## config.mk

```make
export PLATFORM = sky130hd
export DESIGN_NAME = force_sensor_frame_decouple_unit
export DESIGN_NICKNAME = d
export VERILOG_FILES = /design/src/design/fsfd_pkg.sv /design/src/design/force_sensor_frame_decouple_unit.sv /design/src/design/fsfd_front.sv /design/src/design/fsfd_queue.sv /design/src/design/fsfd_back.sv
export SDC_FILE = /design/constraint.sdc
export NUM_CORES = 2
export LEC_CHECK = 0
export BUFFER_PORTS_ARGS = -buffer_cell sky130_fd_sc_hd__buf_4
export CORE_MARGIN = 2
export CORE_UTILIZATION = 40
export DETAILED_ROUTE_END_ITERATION = 6
export HOLD_SLACK_MARGIN = 0.08
export PLACE_DENSITY = 0.56
export SLEW_MARGIN = 20
export SYNTH_ARGS = -nofsm -noshare
export SYNTH_HDL_FRONTEND = slang
export SYNTH_HIERARCHICAL = 1
export SYNTH_SLANG_ARGS = --single-unit
```

## constraint.sdc

```tcl
create_clock -name i_clk -period 26 [get_ports i_clk]
set_input_delay 1.3 -clock i_clk [delete_from_list [all_inputs] [get_ports i_clk]]
set_output_delay 1.3 -clock i_clk [all_outputs]
set_load 0.005 [all_outputs]
```

## src/design/fsfd_pkg.sv

```systemverilog
`default_nettype none
// ----------------------------------------------------------------------------
// fsfd_pkg: shared types and constants for the force sensor frame decoder
// Frame layout, request structs, calibration constants and the coefficient
// builder evaluated at elaboration.
// ----------------------------------------------------------------------------
package fsfd_pkg;

    localparam int NUM_CH = 6;
    localparam int CH_W   = 3;

    localparam logic [7:0] HDR0 = 8'hAA;
    localparam logic [7:0] HDR1 = 8'h55;

    // byte positions within a frame
    localparam logic [4:0] POS_HDR0       = 5'd0;
    localparam logic [4:0] POS_HDR1       = 5'd1;
    localparam logic [4:0] POS_DATA_FIRST = 5'd6;
    localparam logic [4:0] POS_DATA_LAST  = 5'd17;
    localparam logic [4:0] POS_CHECK      = 5'd18;
    localparam logic [4:0] FRAME_LEN      = 5'd19;

    localparam logic [CH_W-1:0] AXIS_LAST = 3'd5;

    localparam logic [15:0] OFFSET_RESET [NUM_CH] = '{
        16'd32715, 16'd32693, 16'd32689, 16'd32681, 16'd32703, 16'd32735
    };

    // decoupling matrix, units of 1e-5
    localparam int DEC_E5 [NUM_CH][NUM_CH] = '{
        '{71643, 34509, -30487, 4744053, -3246, -4823680},
        '{110584, -5548118, 74791, 2774202, 131624, 2756464},
        '{15475180, -29425, 15429744, -249127, 15461993, 4028},
        '{-4923, -1943, -119667, 1850, 108773, 1559},
        '{133007, -1110, -65628, -682, -62841, 1825},
        '{-990, 44900, 174, 42497, 538, 42179}
    };

    // channel gains, units of 1e-6
    localparam longint unsigned GAIN_E6 [NUM_CH] = '{
        64'd123519878, 64'd123453219, 64'd123580741,
        64'd123490896, 64'd123395254, 64'd123554657
    };

    typedef struct packed {
        logic [7:0] frame_byte;
        logic       frame_start;
    } t_in_req;

    typedef struct packed {
        logic [CH_W-1:0]    axis;
        logic signed [31:0] axis_value;
        logic               last;
    } t_out_req;

    typedef struct packed {
        logic [NUM_CH-1:0][15:0] sample;
        logic [NUM_CH-1:0][15:0] offset;
    } t_frame_job;

    // Coefficient d * 5000 / (65535 * g * 2.503526) in Q(frac_bits),
    // magnitude rounded half away from zero. Long division by shift-subtract;
    // the numerator is always below the denominator.
    function automatic longint coef_value(input int row, input int col,
                                          input int frac_bits);
        longint          d;
        longint unsigned mag;
        longint unsigned den;
        longint unsigned rem;
        longint unsigned quo;
        int              n;
        d   = longint'(DEC_E5[row][col]);
        mag = (d < 0) ? longint'(-d) : d;
        mag = mag * 64'd5000000000;
        den = 64'd13107 * GAIN_E6[col] * 64'd1251763;
        rem = mag;
        quo = 64'd0;
        for (n = 0; n <= frac_bits; n++) begin
            rem = rem << 1;
            quo = quo << 1;
            if (rem >= den) begin
                rem = rem - den;
                quo = quo | 64'd1;
            end
        end
        quo = (quo + 64'd1) >> 1;
        return (d < 0) ? -longint'(quo) : longint'(quo);
    endfunction

endpackage
`default_nettype wire

```

## src/design/force_sensor_frame_decouple_unit.sv

```systemverilog
`default_nettype none
// ----------------------------------------------------------------------------
// force_sensor_frame_decouple_unit: six-axis force/torque frame decoder
// Parses 19-byte sensor frames and applies the folded calibration matrix.
// ----------------------------------------------------------------------------
//
//  channel   direction  handshake                  payload
//  in        input      i_in_valid / o_in_ready    i_in_req  (frame_byte, frame_start)
//  out       output     o_out_valid / i_out_ready  o_out_req (axis, axis_value, last)
//  cfg       input      i_cfg_we (no wait)         i_cfg_idx, i_cfg_data
//
//  A byte is taken whenever the job queue has room; the parser never stalls
//  otherwise. For a good frame the matrix engine runs, per axis, six
//  multiply-accumulate issues through one shared multiplier, a pipeline flush
//  and rounding. Reset is synchronous, active low, and restores offsets and
//  the idle parser. A stalled output holds the engine; the two-entry queue keeps
//  the parser taking bytes until both entries are occupied.
// ----------------------------------------------------------------------------
module force_sensor_frame_decouple_unit #(
    parameter int COEF_FRAC_BITS = 30,
    parameter int OUT_FRAC_BITS  = 16
) (
    input  wire                 i_clk,
    input  wire                 i_rst_n,
    input  wire                 i_in_valid,
    output logic                o_in_ready,
    input  fsfd_pkg::t_in_req   i_in_req,
    output logic                o_out_valid,
    input  wire                 i_out_ready,
    output fsfd_pkg::t_out_req  o_out_req,
    input  wire                 i_cfg_we,
    input  wire  [2:0]          i_cfg_idx,
    input  wire  [15:0]         i_cfg_data
);

    fsfd_pkg::t_frame_job w_push_job;
    fsfd_pkg::t_frame_job w_head_job;
    logic                 w_push;
    logic                 w_pop;
    logic                 w_full;
    logic                 w_not_empty;

    // front: accept bytes, check header and checksum, push good frames
    fsfd_front u_front (
        .i_clk      (i_clk),
        .i_rst_n    (i_rst_n),
        .i_in_valid (i_in_valid),
        .o_in_ready (o_in_ready),
        .i_in_req   (i_in_req),
        .i_cfg_we   (i_cfg_we),
        .i_cfg_idx  (i_cfg_idx),
        .i_cfg_data (i_cfg_data),
        .i_q_full   (w_full),
        .o_q_push   (w_push),
        .o_q_job    (w_push_job)
    );

    // hold finished frames so each side can stall on its own
    fsfd_queue u_queue (
        .i_clk       (i_clk),
        .i_rst_n     (i_rst_n),
        .i_push      (w_push),
        .i_job       (w_push_job),
        .i_pop       (w_pop),
        .o_job       (w_head_job),
        .o_full      (w_full),
        .o_not_empty (w_not_empty)
    );

    // back: run the matrix and deliver six axis results per frame
    fsfd_back #(
        .COEF_FRAC_BITS (COEF_FRAC_BITS),
        .OUT_FRAC_BITS  (OUT_FRAC_BITS)
    ) u_back (
        .i_clk         (i_clk),
        .i_rst_n       (i_rst_n),
        .i_q_not_empty (w_not_empty),
        .i_q_job       (w_head_job),
        .o_q_pop       (w_pop),
        .o_out_valid   (o_out_valid),
        .i_out_ready   (i_out_ready),
        .o_out_req     (o_out_req)
    );

endmodule
`default_nettype wire

```

## src/design/fsfd_front.sv

```systemverilog
`default_nettype none
// ----------------------------------------------------------------------------
// fsfd_front: frame byte parser
// Tracks the byte position, checks header and checksum, gathers the six
// samples and hands a complete good frame to the job queue.
// ----------------------------------------------------------------------------
module fsfd_front (
    input  wire                   i_clk,
    input  wire                   i_rst_n,
    input  wire                   i_in_valid,
    output logic                  o_in_ready,
    input  fsfd_pkg::t_in_req     i_in_req,
    input  wire                   i_cfg_we,
    input  wire  [2:0]            i_cfg_idx,
    input  wire  [15:0]           i_cfg_data,
    input  wire                   i_q_full,
    output logic                  o_q_push,
    output fsfd_pkg::t_frame_job  o_q_job
);

    logic [4:0]  r_pos;
    logic        r_hdr_good;
    logic [7:0]  r_sum;
    logic [7:0]  r_high;
    logic [15:0] r_sample [fsfd_pkg::NUM_CH];
    logic [15:0] r_offset [fsfd_pkg::NUM_CH];

    logic       w_accept;
    logic [4:0] w_pos;
    logic [4:0] w_sidx;

    assign o_in_ready = !i_q_full;
    assign w_accept   = i_in_valid && o_in_ready;
    assign w_pos      = i_in_req.frame_start ? fsfd_pkg::POS_HDR0 : r_pos;
    assign w_sidx     = (w_pos - 5'd7) >> 1;

    assign o_q_push = w_accept && (w_pos == fsfd_pkg::POS_CHECK) && r_hdr_good
                      && (r_sum == i_in_req.frame_byte);

    always_comb begin
        for (int c = 0; c < fsfd_pkg::NUM_CH; c++) begin
            o_q_job.sample[c] = r_sample[c];
            o_q_job.offset[c] = r_offset[c];
        end
    end

    always_ff @(posedge i_clk) begin
        if (!i_rst_n) begin
            r_pos      <= fsfd_pkg::FRAME_LEN;
            r_hdr_good <= 1'b0;
            r_sum      <= 8'd0;
            r_high     <= 8'd0;
            for (int c = 0; c < fsfd_pkg::NUM_CH; c++) begin
                r_offset[c] <= fsfd_pkg::OFFSET_RESET[c];
            end
        end else begin
            if (i_cfg_we && (int'(i_cfg_idx) < fsfd_pkg::NUM_CH)) begin
                r_offset[i_cfg_idx] <= i_cfg_data;
            end
            if (w_accept && (w_pos < fsfd_pkg::FRAME_LEN)) begin
                r_pos <= w_pos + 5'd1;
                if (w_pos == fsfd_pkg::POS_HDR0) begin
                    r_hdr_good <= (i_in_req.frame_byte == fsfd_pkg::HDR0);
                    r_sum      <= 8'd0;
                end else if (w_pos == fsfd_pkg::POS_HDR1) begin
                    r_hdr_good <= r_hdr_good && (i_in_req.frame_byte == fsfd_pkg::HDR1);
                end else if ((w_pos >= fsfd_pkg::POS_DATA_FIRST)
                             && (w_pos <= fsfd_pkg::POS_DATA_LAST)) begin
                    r_sum <= r_sum + i_in_req.frame_byte;
                    if (!w_pos[0]) begin
                        r_high <= i_in_req.frame_byte;
                    end
                end
            end
        end
    end

    // sample store: written once per frame before the job is taken
    always_ff @(posedge i_clk) begin
        if (w_accept && (w_pos >= fsfd_pkg::POS_DATA_FIRST)
            && (w_pos <= fsfd_pkg::POS_DATA_LAST) && w_pos[0]) begin
            r_sample[w_sidx[2:0]] <= {r_high, i_in_req.frame_byte};
        end
    end

endmodule
`default_nettype wire

```

## src/design/fsfd_queue.sv

```systemverilog
`default_nettype none
// ----------------------------------------------------------------------------
// fsfd_queue: two-entry job queue
// Holds finished frames between parser and matrix engine.
// ----------------------------------------------------------------------------
module fsfd_queue (
    input  wire                   i_clk,
    input  wire                   i_rst_n,
    input  wire                   i_push,
    input  fsfd_pkg::t_frame_job  i_job,
    input  wire                   i_pop,
    output fsfd_pkg::t_frame_job  o_job,
    output logic                  o_full,
    output logic                  o_not_empty
);

    localparam int DEPTH = 2;
    localparam int PTR_W = $clog2(DEPTH);

    fsfd_pkg::t_frame_job r_mem [DEPTH];
    logic [PTR_W-1:0]     r_wr_ptr;
    logic [PTR_W-1:0]     r_rd_ptr;
    logic [PTR_W:0]       r_count;

    assign o_full      = (r_count == (PTR_W + 1)'(DEPTH));
    assign o_not_empty = (r_count != '0);
    assign o_job       = r_mem[r_rd_ptr];

    always_ff @(posedge i_clk) begin
        if (i_push) begin
            r_mem[r_wr_ptr] <= i_job;
        end
    end

    always_ff @(posedge i_clk) begin
        if (!i_rst_n) begin
            r_wr_ptr <= '0;
            r_rd_ptr <= '0;
            r_count  <= '0;
        end else begin
            if (i_push) begin
                r_wr_ptr <= r_wr_ptr + 1'b1;
            end
            if (i_pop) begin
                r_rd_ptr <= r_rd_ptr + 1'b1;
            end
            if (i_push && !i_pop) begin
                r_count <= r_count + 1'b1;
            end else if (i_pop && !i_push) begin
                r_count <= r_count - 1'b1;
            end
        end
    end

endmodule
`default_nettype wire

```

## src/design/fsfd_back.sv

```systemverilog
`default_nettype none
// ----------------------------------------------------------------------------
// fsfd_back: calibration matrix engine
// One pipelined multiply-accumulate walks the six terms of each axis, 36 per
// frame; each axis is then rounded, saturated and placed in the output register.
// ----------------------------------------------------------------------------
module fsfd_back #(
    parameter int COEF_FRAC_BITS = 30,
    parameter int OUT_FRAC_BITS  = 16
) (
    input  wire                   i_clk,
    input  wire                   i_rst_n,
    input  wire                   i_q_not_empty,
    input  fsfd_pkg::t_frame_job  i_q_job,
    output logic                  o_q_pop,
    output logic                  o_out_valid,
    input  wire                   i_out_ready,
    output fsfd_pkg::t_out_req    o_out_req
);

    localparam int NCOEF  = fsfd_pkg::NUM_CH * fsfd_pkg::NUM_CH;
    localparam int CIDX_W = $clog2(NCOEF);
    localparam int COEF_W = COEF_FRAC_BITS - 3;
    localparam int PROD_W = COEF_W + 17;
    localparam int ACC_W  = PROD_W + 3;
    localparam int SHIFT  = COEF_FRAC_BITS - OUT_FRAC_BITS;
    localparam int NSHIFT = (SHIFT < 0) ? -SHIFT : 0;
    localparam int CONV_W = ACC_W + 1 + NSHIFT;

    typedef enum logic [2:0] {
        S_IDLE,
        S_ISSUE,
        S_FLUSH,
        S_ROUND
    } t_state;

    t_state                     r_state;
    fsfd_pkg::t_frame_job       r_job;
    logic [fsfd_pkg::CH_W-1:0]  r_axis;
    logic [fsfd_pkg::CH_W-1:0]  r_k;
    logic [CIDX_W-1:0]          r_cidx;

    logic                       r_s1_vld, r_s1_first, r_s1_last;
    logic signed [16:0]         r_s1_diff;
    logic signed [COEF_W-1:0]   r_s1_coef;
    logic                       r_s2_vld, r_s2_first, r_s2_last;
    logic signed [PROD_W-1:0]   r_s2_prod;
    logic signed [ACC_W-1:0]    r_acc;

    logic signed [COEF_W-1:0]   w_coef [NCOEF];
    logic signed [CONV_W-1:0]   w_conv;
    logic [CONV_W-32:0]         w_top;
    logic signed [31:0]         w_sat;
    logic                       w_out_free;

    // constant coefficient table
    for (genvar g = 0; g < NCOEF; g++) begin : g_coef
        assign w_coef[g] = COEF_W'(fsfd_pkg::coef_value(g / fsfd_pkg::NUM_CH,
                                                       g % fsfd_pkg::NUM_CH,
                                                       COEF_FRAC_BITS));
    end

    // scale to output fraction bits
    if (SHIFT > 0) begin : g_rshift
        logic signed [ACC_W:0] w_sum;
        assign w_sum  = $signed({r_acc[ACC_W-1], r_acc})
                        + $signed((ACC_W + 1)'(1) << (SHIFT - 1));
        assign w_conv = w_sum >>> SHIFT;
    end else if (SHIFT == 0) begin : g_noshift
        assign w_conv = {r_acc[ACC_W-1], r_acc};
    end else begin : g_lshift
        assign w_conv = {{(CONV_W - ACC_W){r_acc[ACC_W-1]}}, r_acc} << NSHIFT;
    end

    assign w_top = w_conv[CONV_W-1:31];
    assign w_sat = ((&w_top) || !(|w_top)) ? w_conv[31:0]
                 : (w_conv[CONV_W-1] ? 32'sh8000_0000 : 32'sh7FFF_FFFF);

    assign w_out_free = !o_out_valid || i_out_ready;
    assign o_q_pop    = (r_state == S_IDLE) && i_q_not_empty;

    always_ff @(posedge i_clk) begin
        if (!i_rst_n) begin
            r_state     <= S_IDLE;
            r_axis      <= '0;
            r_k         <= '0;
            r_cidx      <= '0;
            o_out_valid <= 1'b0;
        end else begin
            // drop a taken result; in S_ROUND the state arm decides
            if (o_out_valid && i_out_ready && (r_state != S_ROUND)) begin
                o_out_valid <= 1'b0;
            end
            case (r_state)
                S_IDLE: begin
                    if (i_q_not_empty) begin
                        r_axis  <= '0;
                        r_k     <= '0;
                        r_cidx  <= '0;
                        r_state <= S_ISSUE;
                    end
                end
                S_ISSUE: begin
                    r_cidx <= r_cidx + 1'b1;
                    if (r_k == fsfd_pkg::AXIS_LAST) begin
                        r_state <= S_FLUSH;
                    end else begin
                        r_k <= r_k + 1'b1;
                    end
                end
                S_FLUSH: begin
                    if (r_s2_vld && r_s2_last) begin
                        r_state <= S_ROUND;
                    end
                end
                S_ROUND: begin
                    if (w_out_free) begin
                        o_out_valid          <= 1'b1;
                        o_out_req.axis       <= r_axis;
                        o_out_req.axis_value <= w_sat;
                        o_out_req.last       <= (r_axis == fsfd_pkg::AXIS_LAST);
                        r_k                  <= '0;
                        if (r_axis == fsfd_pkg::AXIS_LAST) begin
                            r_state <= S_IDLE;
                        end else begin
                            r_axis  <= r_axis + 1'b1;
                            r_state <= S_ISSUE;
                        end
                    end
                end
                default: begin
                    r_state <= S_IDLE;
                end
            endcase
        end
    end

    // pipeline valid flags
    always_ff @(posedge i_clk) begin
        if (!i_rst_n) begin
            r_s1_vld <= 1'b0;
            r_s2_vld <= 1'b0;
        end else begin
            r_s1_vld <= (r_state == S_ISSUE);
            r_s2_vld <= r_s1_vld;
        end
    end

    // datapath: operand fetch, multiply, accumulate
    always_ff @(posedge i_clk) begin
        if (o_q_pop) begin
            r_job <= i_q_job;
        end
        r_s1_first <= (r_k == '0);
        r_s1_last  <= (r_k == fsfd_pkg::AXIS_LAST);
        r_s1_diff  <= $signed({1'b0, r_job.sample[r_k]}) - $signed({1'b0, r_job.offset[r_k]});
        r_s1_coef  <= w_coef[r_cidx];
        r_s2_first <= r_s1_first;
        r_s2_last  <= r_s1_last;
        r_s2_prod  <= r_s1_diff * r_s1_coef;
        if (r_s2_vld) begin
            r_acc <= r_s2_first ? ACC_W'(r_s2_prod) : r_acc + ACC_W'(r_s2_prod);
        end
    end

endmodule
`default_nettype wire

```

# Yosys cells after proc, flatten, opt, wreduce, memory -nomap -nowiden
# Memories as Yosys holds them, arrays and structs flattened. A register that Yosys moved wholly into a read port is not among the register bits.
# Cells that the tools add are included.
dict set report classes {
  muxes 44
  n_mul 1
  reduce_logical 45
  magnitude_cmp 5
  addsub 13
  bitwise 4
  eq_ne 19
}
# cell n
set ops {}
lappend ops {{16-bit binary-select mux with 3-bit select} 2}
lappend ops {{32-bit two-way mux} 2}
lappend ops {{47-bit by 15-bit adder with 48-bit output, second input constant} 1}
lappend ops {{16-bit two-way mux} 3}
lappend ops {{47-bit by 44-bit adder with 47-bit output} 1}
lappend ops {{47-bit two-way mux} 1}
lappend ops {{17-bit by 27-bit multiplier with 44-bit output} 1}
lappend ops {{3-bit two-way mux} 10}
lappend ops {{8-bit two-way mux} 3}
lappend ops {{1-bit logical AND} 17}
lappend ops {{16-bit by 16-bit subtractor with 17-bit output} 1}
lappend ops {{16-bit OR reduction} 1}
lappend ops {{1-bit two-way mux} 15}
lappend ops {{3-bit case mux with 4 select lines} 1}
lappend ops {{6-bit case mux with 2 select lines} 1}
lappend ops {{4-bit AND reduction} 3}
lappend ops {{2-bit nonzero test} 6}
lappend ops {{2-bit by 1-bit inequality test with 1-bit output, second input constant} 5}
lappend ops {{3-bit case mux with 3 select lines} 1}
lappend ops {{3-bit AND reduction} 3}
lappend ops {{8-bit adder} 1}
lappend ops {{8-bit by 7-bit equality test with 1-bit output, second input constant} 1}
lappend ops {{8-bit equality test} 1}
lappend ops {{8-bit equality test, second input constant} 1}
lappend ops {{other kinds (34)} 49}
dict set report word_totals {
  output_inout_bits 38
  wordCells 159
  input_bits 33
  memories 4
  romBits 1728
  mem_bits_rw 576
  reg_bits 192
}
# memory words width read_ports rd_clocked_by_memory_dff wr line
set mem_list {}
lappend mem_list {{(name not given)} 64 27 1 1 0 fsfd_back.sv:157} ;# r_s1_coef <= w_coef[r_cidx];
lappend mem_list {u_queue.r_mem 2 192 1 1 1 fsfd_queue.sv:20} ;# fsfd_pkg::t_frame_job r_mem [DEPTH];
lappend mem_list {u_front.r_offset 6 16 6 0 6 fsfd_front.sv:26} ;# logic [15:0] r_offset [fsfd_pkg::NUM_CH];
lappend mem_list {u_front.r_sample 6 16 6 0 1 fsfd_front.sv:25} ;# logic [15:0] r_sample [fsfd_pkg::NUM_CH];

# Logic depth before layout (Yosys ltp)
dict set report depth {
  ltp_word 10
  mapped_depth 25
  depth_no_buf 24
}

# Cells and area by module
# The synthesis kept the hierarchy.
# mod n_inst seq_area_each_um2 cells_per_inst area_each_um2
set by_module_without_submodules {}
lappend by_module_without_submodules {fsfd_back 1 10420.0 3288 34242.8}
lappend by_module_without_submodules {fsfd_queue 1 11631.2 619 14142.3}
lappend by_module_without_submodules {fsfd_front 1 6206.0 537 7985.2}

# Worst setup path before layout
# No wires, ideal clock.
dict set report synth_path {
  path_type {in2reg}
  from {input port i_in_req[3] (netlist bit)}
  to {register u_queue.r_wr_ptr}
  setup_time_ns 0.097
  required_ns 25.903
  path_slack_ns 14.048
  arrival_time_ns 11.855
  cell_stages 5
  n_path_buf 0
  cell_sequence {ha_1 > or4b_2 > nor4_1 > nor2b_1 > o21a_1}
}
dict set report synth_between {
  elab_chain_cells 2
}
# element line
set synth_lines {}
lappend synth_lines {{start, declared} force_sensor_frame_decouple_unit.sv:27} ;# input fsfd_pkg::t_in_req i_in_req,
lappend synth_lines {{8-bit equality test} fsfd_front.sv:38} ;# && (r_sum == i_in_req.frame_byte);
lappend synth_lines {{1-bit logical AND} fsfd_front.sv:38}
lappend synth_lines {{net w_push} force_sensor_frame_decouple_unit.sv:38} ;# logic w_push;
lappend synth_lines {{end signal, assigned} fsfd_queue.sv:42} ;# r_wr_ptr <= r_wr_ptr + 1'b1;
lappend synth_lines {{end, declared} fsfd_queue.sv:21} ;# logic [PTR_W-1:0] r_wr_ptr;
# The timed path passes the listed nets, and every way through them passes these cells.
# A chain may end at the register's enable or synchronous reset.

# Worst setup path after layout
dict set report layout_path {
  from {register u_back.r_s1_coef[0]}
  to {register u_back.r_s2_prod[43]}
}
dict set report layout_between {
  elab_chain_cells 1
}
# element line
set layout_lines {}
lappend layout_lines {{start, declared} fsfd_back.sv:45} ;# logic signed [COEF_W-1:0] r_s1_coef;
lappend layout_lines {{17-bit by 27-bit multiplier with 44-bit output} fsfd_back.sv:160} ;# r_s2_prod <= r_s1_diff * r_s1_coef;
lappend layout_lines {{end signal, assigned} fsfd_back.sv:160}
lappend layout_lines {{end, declared} fsfd_back.sv:47} ;# logic signed [PROD_W-1:0] r_s2_prod;
# No other way between the ends.

==> flow_summary.ini <==
[outcome]
status = finished clean

[global_route]
track_usage_pct = 18.0
first_global_vias = 34600
grtUsageMet1_pct = 24.0
antenna_found_initial = 3
grt_overflow_total = 0
busiest_layer = met2
use_met2_pct = 31.1
grt_use_met3_pct = 2.48
grt_max_degree = 140
grt_pass1_wl_um = 200000

[setup_path]
crit_fanout = 17
cp_top_family = adder cells
cp-end-kind = flop
crit_start = u_back/r_s1_coef[0]
slowest_delay_ns = 0.87
reg2reg_from = u_back/r_s1_coef[0]
critical_path_class = flop to flop
cp_cell_sequence = nand2b_1 > fa_1 > fa_1 > inv_1 > fa_1 > fa_1 > fa_1 > inv_1 > fa_1 > inv_1 > ha_1 > a2111oi_1 > a21oi_1 > a21boi_1 > a2111oi_2 > a221o_1 > nand2_1 > o2111ai_1 > a21oi_1 > xnor2_1
cp_slowest_cell = dfxtp_1
crit_required_ns = 26.61
r2r_setup_slack_ns = 19.02
start_kind = flop
arrival_ns = 7.60
critical_path_buf_inv_count = 3
path_common_cell = fa_1

[cells_and_area]
finalInstanceArea_um2 = 62300
nets = 5166
final_common_cell = edfxtp_1
drive_above_1_share_pct = 12.1
fill_cells = 12700
antenna_cells = 0
mostFrequentLayoutCells = edfxtp_1 (851), inv_1 (523), fa_1 (449)
final_cells = 6448
syn2layout_area_growth_pct = 10.4

[floorplanning]
die-height_um = 379
die_area_um2 = 144000
dieWidth_um = 379
io_pins = 71
initial_utilization_pct = 40.4
core-area_um2 = 140000
rows = 137

[placed_design]
dp_hpwl_um = 84200
dpl_worst_slack_ns = 19.02
placedInstanceArea_um2 = 58800
io_buffers = 70
dpl.cell_count = 6250
gp_congestion = 0.853

[synth]
synth_ff_type = edfxtp_1
async_flop_share_pct = 0
synthCells = 4444
syn_nets = 5128
yosysSeqAreaShare_pct = 50.1
synth_edf_count = 851
ys_types = 98
yosys_warnings = 6
postSynthAreaPerCell_um2 = 12.7
synthesis.area_um2 = 56400
ys_ff_latch = 986

[timing]
period_needed_ns = 6.98
maxSlewViolCount = 0
worst_pin_slew_ns = 1.08
skew_ns = 0.0646
fin_crit_sh_pct = 26.8
relSlewSlack_pct = 28.0
setup_tns_ns = 0
fin_ws_ns = 19.02
hold_viol = 0
clock.fmax_mhz = 143
grt_setup_unrepaired = no
setup_viol = 0

[detailed_routing]
vias_per_cell = 5.10
postRouteAntennaNets = 0
vias = 32900
first_iter_violations = 2198
wl_per_cell_um = 19.6
first_pass_iters = 5
wirelength_um = 127000
route.detailed.drc = 0

[cts]
post_cts_buffers = 0
insertion_delay_ns = 0.73
cts_num_sinks = 986
cts_resized = 0
clkTransAtPathRegs_ns = 0.06
htreeDepth = 3
cts_buffer_depth = 3
cts_tree = done
cts_made_buffers = 106
clock-root-buffer = clkbuf_16
ctsHoldBuffers = 0

[worst_hold_path]
hold_class = flop to flop
hp-start = u_back/r_s1_first

[flow_run]
drv_cap = 0
sequential cells by signal, indices dropped and copies added, names as in the netlist, 2 cells and up, named ones only:
register / cells
u_front/r_sum: 8
u_front/r_offset: 96
u_back/o_out_req: 36
u_back/r_s2_prod: 44
u_back/r_job: 192
u_front/r_high: 8
u_back/r_s1_coef: 26
u_back/r_s1_diff: 17
u_back/r_state: 2
u_queue/r_count: 2
u_back/r_axis: 3
u_back/r_acc: 47
u_front/r_pos: 5
u_back/r_k: 3
u_queue/r_mem: 384
u_back/r_cidx: 6
u_front/r_sample: 96
final timing paths:
check,to,cells past startpoint
max,u_back/r_s2_prod[43],20
min reg2reg,u_back/r_s2_first,0
min,u_back/r_s2_first,0
max reg2reg,u_back/r_s2_prod[43],20
through the flow:
| stage | hold slack, ns | utilization [%] |
|---|---|---|
| global placement | 0.313 | 42.1 |
| detailed placement | 0.321 | 42.1 |
| global route | 0.339 | 44.6 |
| finish | 0.323 | 44.6 |
| CTS | 0.338 | 44.6 |
| floorplan | 0.310 | - |
cells by family (layout without fill, tap and decap cells):
kind of cell | count (synthesis) | in the layout | synth area share (%)
buf+inv | 712 | 840 | 5.07
compound gates | 587 | 587 | 6.73
mux | 282 | 282 | 6.20
xor+xnor | 138 | 138 | 2.14
simple gates | 1088 | 1088 | 9.31
flops | 986 | 986 | 50.1
fa+ha+maj | 651 | 651 | 20.4
area by class of cell:
| type | instances | area [um^2] | area share [%] |
|---|---|---|---|
| Sequential cell | 986 | 28300 | 45.4 |
| Multi-Input combinational cell | 2746 | 25300 | 40.7 |
| Clock buffer | 147 | 2890 | 4.64 |
| Tap cell | 1876 | 2350 | 3.77 |
| Inverter | 525 | 1980 | 3.18 |
| Timing Repair Buffer | 117 | 903 | 1.45 |
| Clock inverter | 51 | 533 | 0.856 |
synthesized netlist by cell type (all sizes together) (16+ instances only):
cell type	instances	area share, %
clkbuf	147	0.98
mux2i	52	0.92
nor3	16	0.16
mux2	196	3.9
buf	40	0.59
o21ai	170	1.5
a21o	49	0.66
nand3	52	0.47
nor2b	33	0.37
edfxtp	851	45
nand2	439	2.9
a211oi	24	0.33
mux4	34	1.4
dfxtp	135	4.8
and2	228	2.5
a31oi	23	0.29
a21oi	151	1.3
ha	202	4.5
xnor2	91	1.4
xor2	47	0.73
fa	449	16
nand4	20	0.22
inv	525	3.5
nand2b	37	0.41
o211ai	22	0.31
o21a	17	0.23
nor2	193	1.3
and3	16	0.18
layer usage:
metal	vias up	wire length (um)	share of wire, %
met3	159	5290	4.2
met5	-	13	0.010
met4	2	2680	2.1
met2	675	62200	49
li1	15300	-	-
met1	16800	56400	45
Power is left out: the tool's default activity adds up to more than one toggle a clock period on the data nets, which glitch-free logic cannot reach.
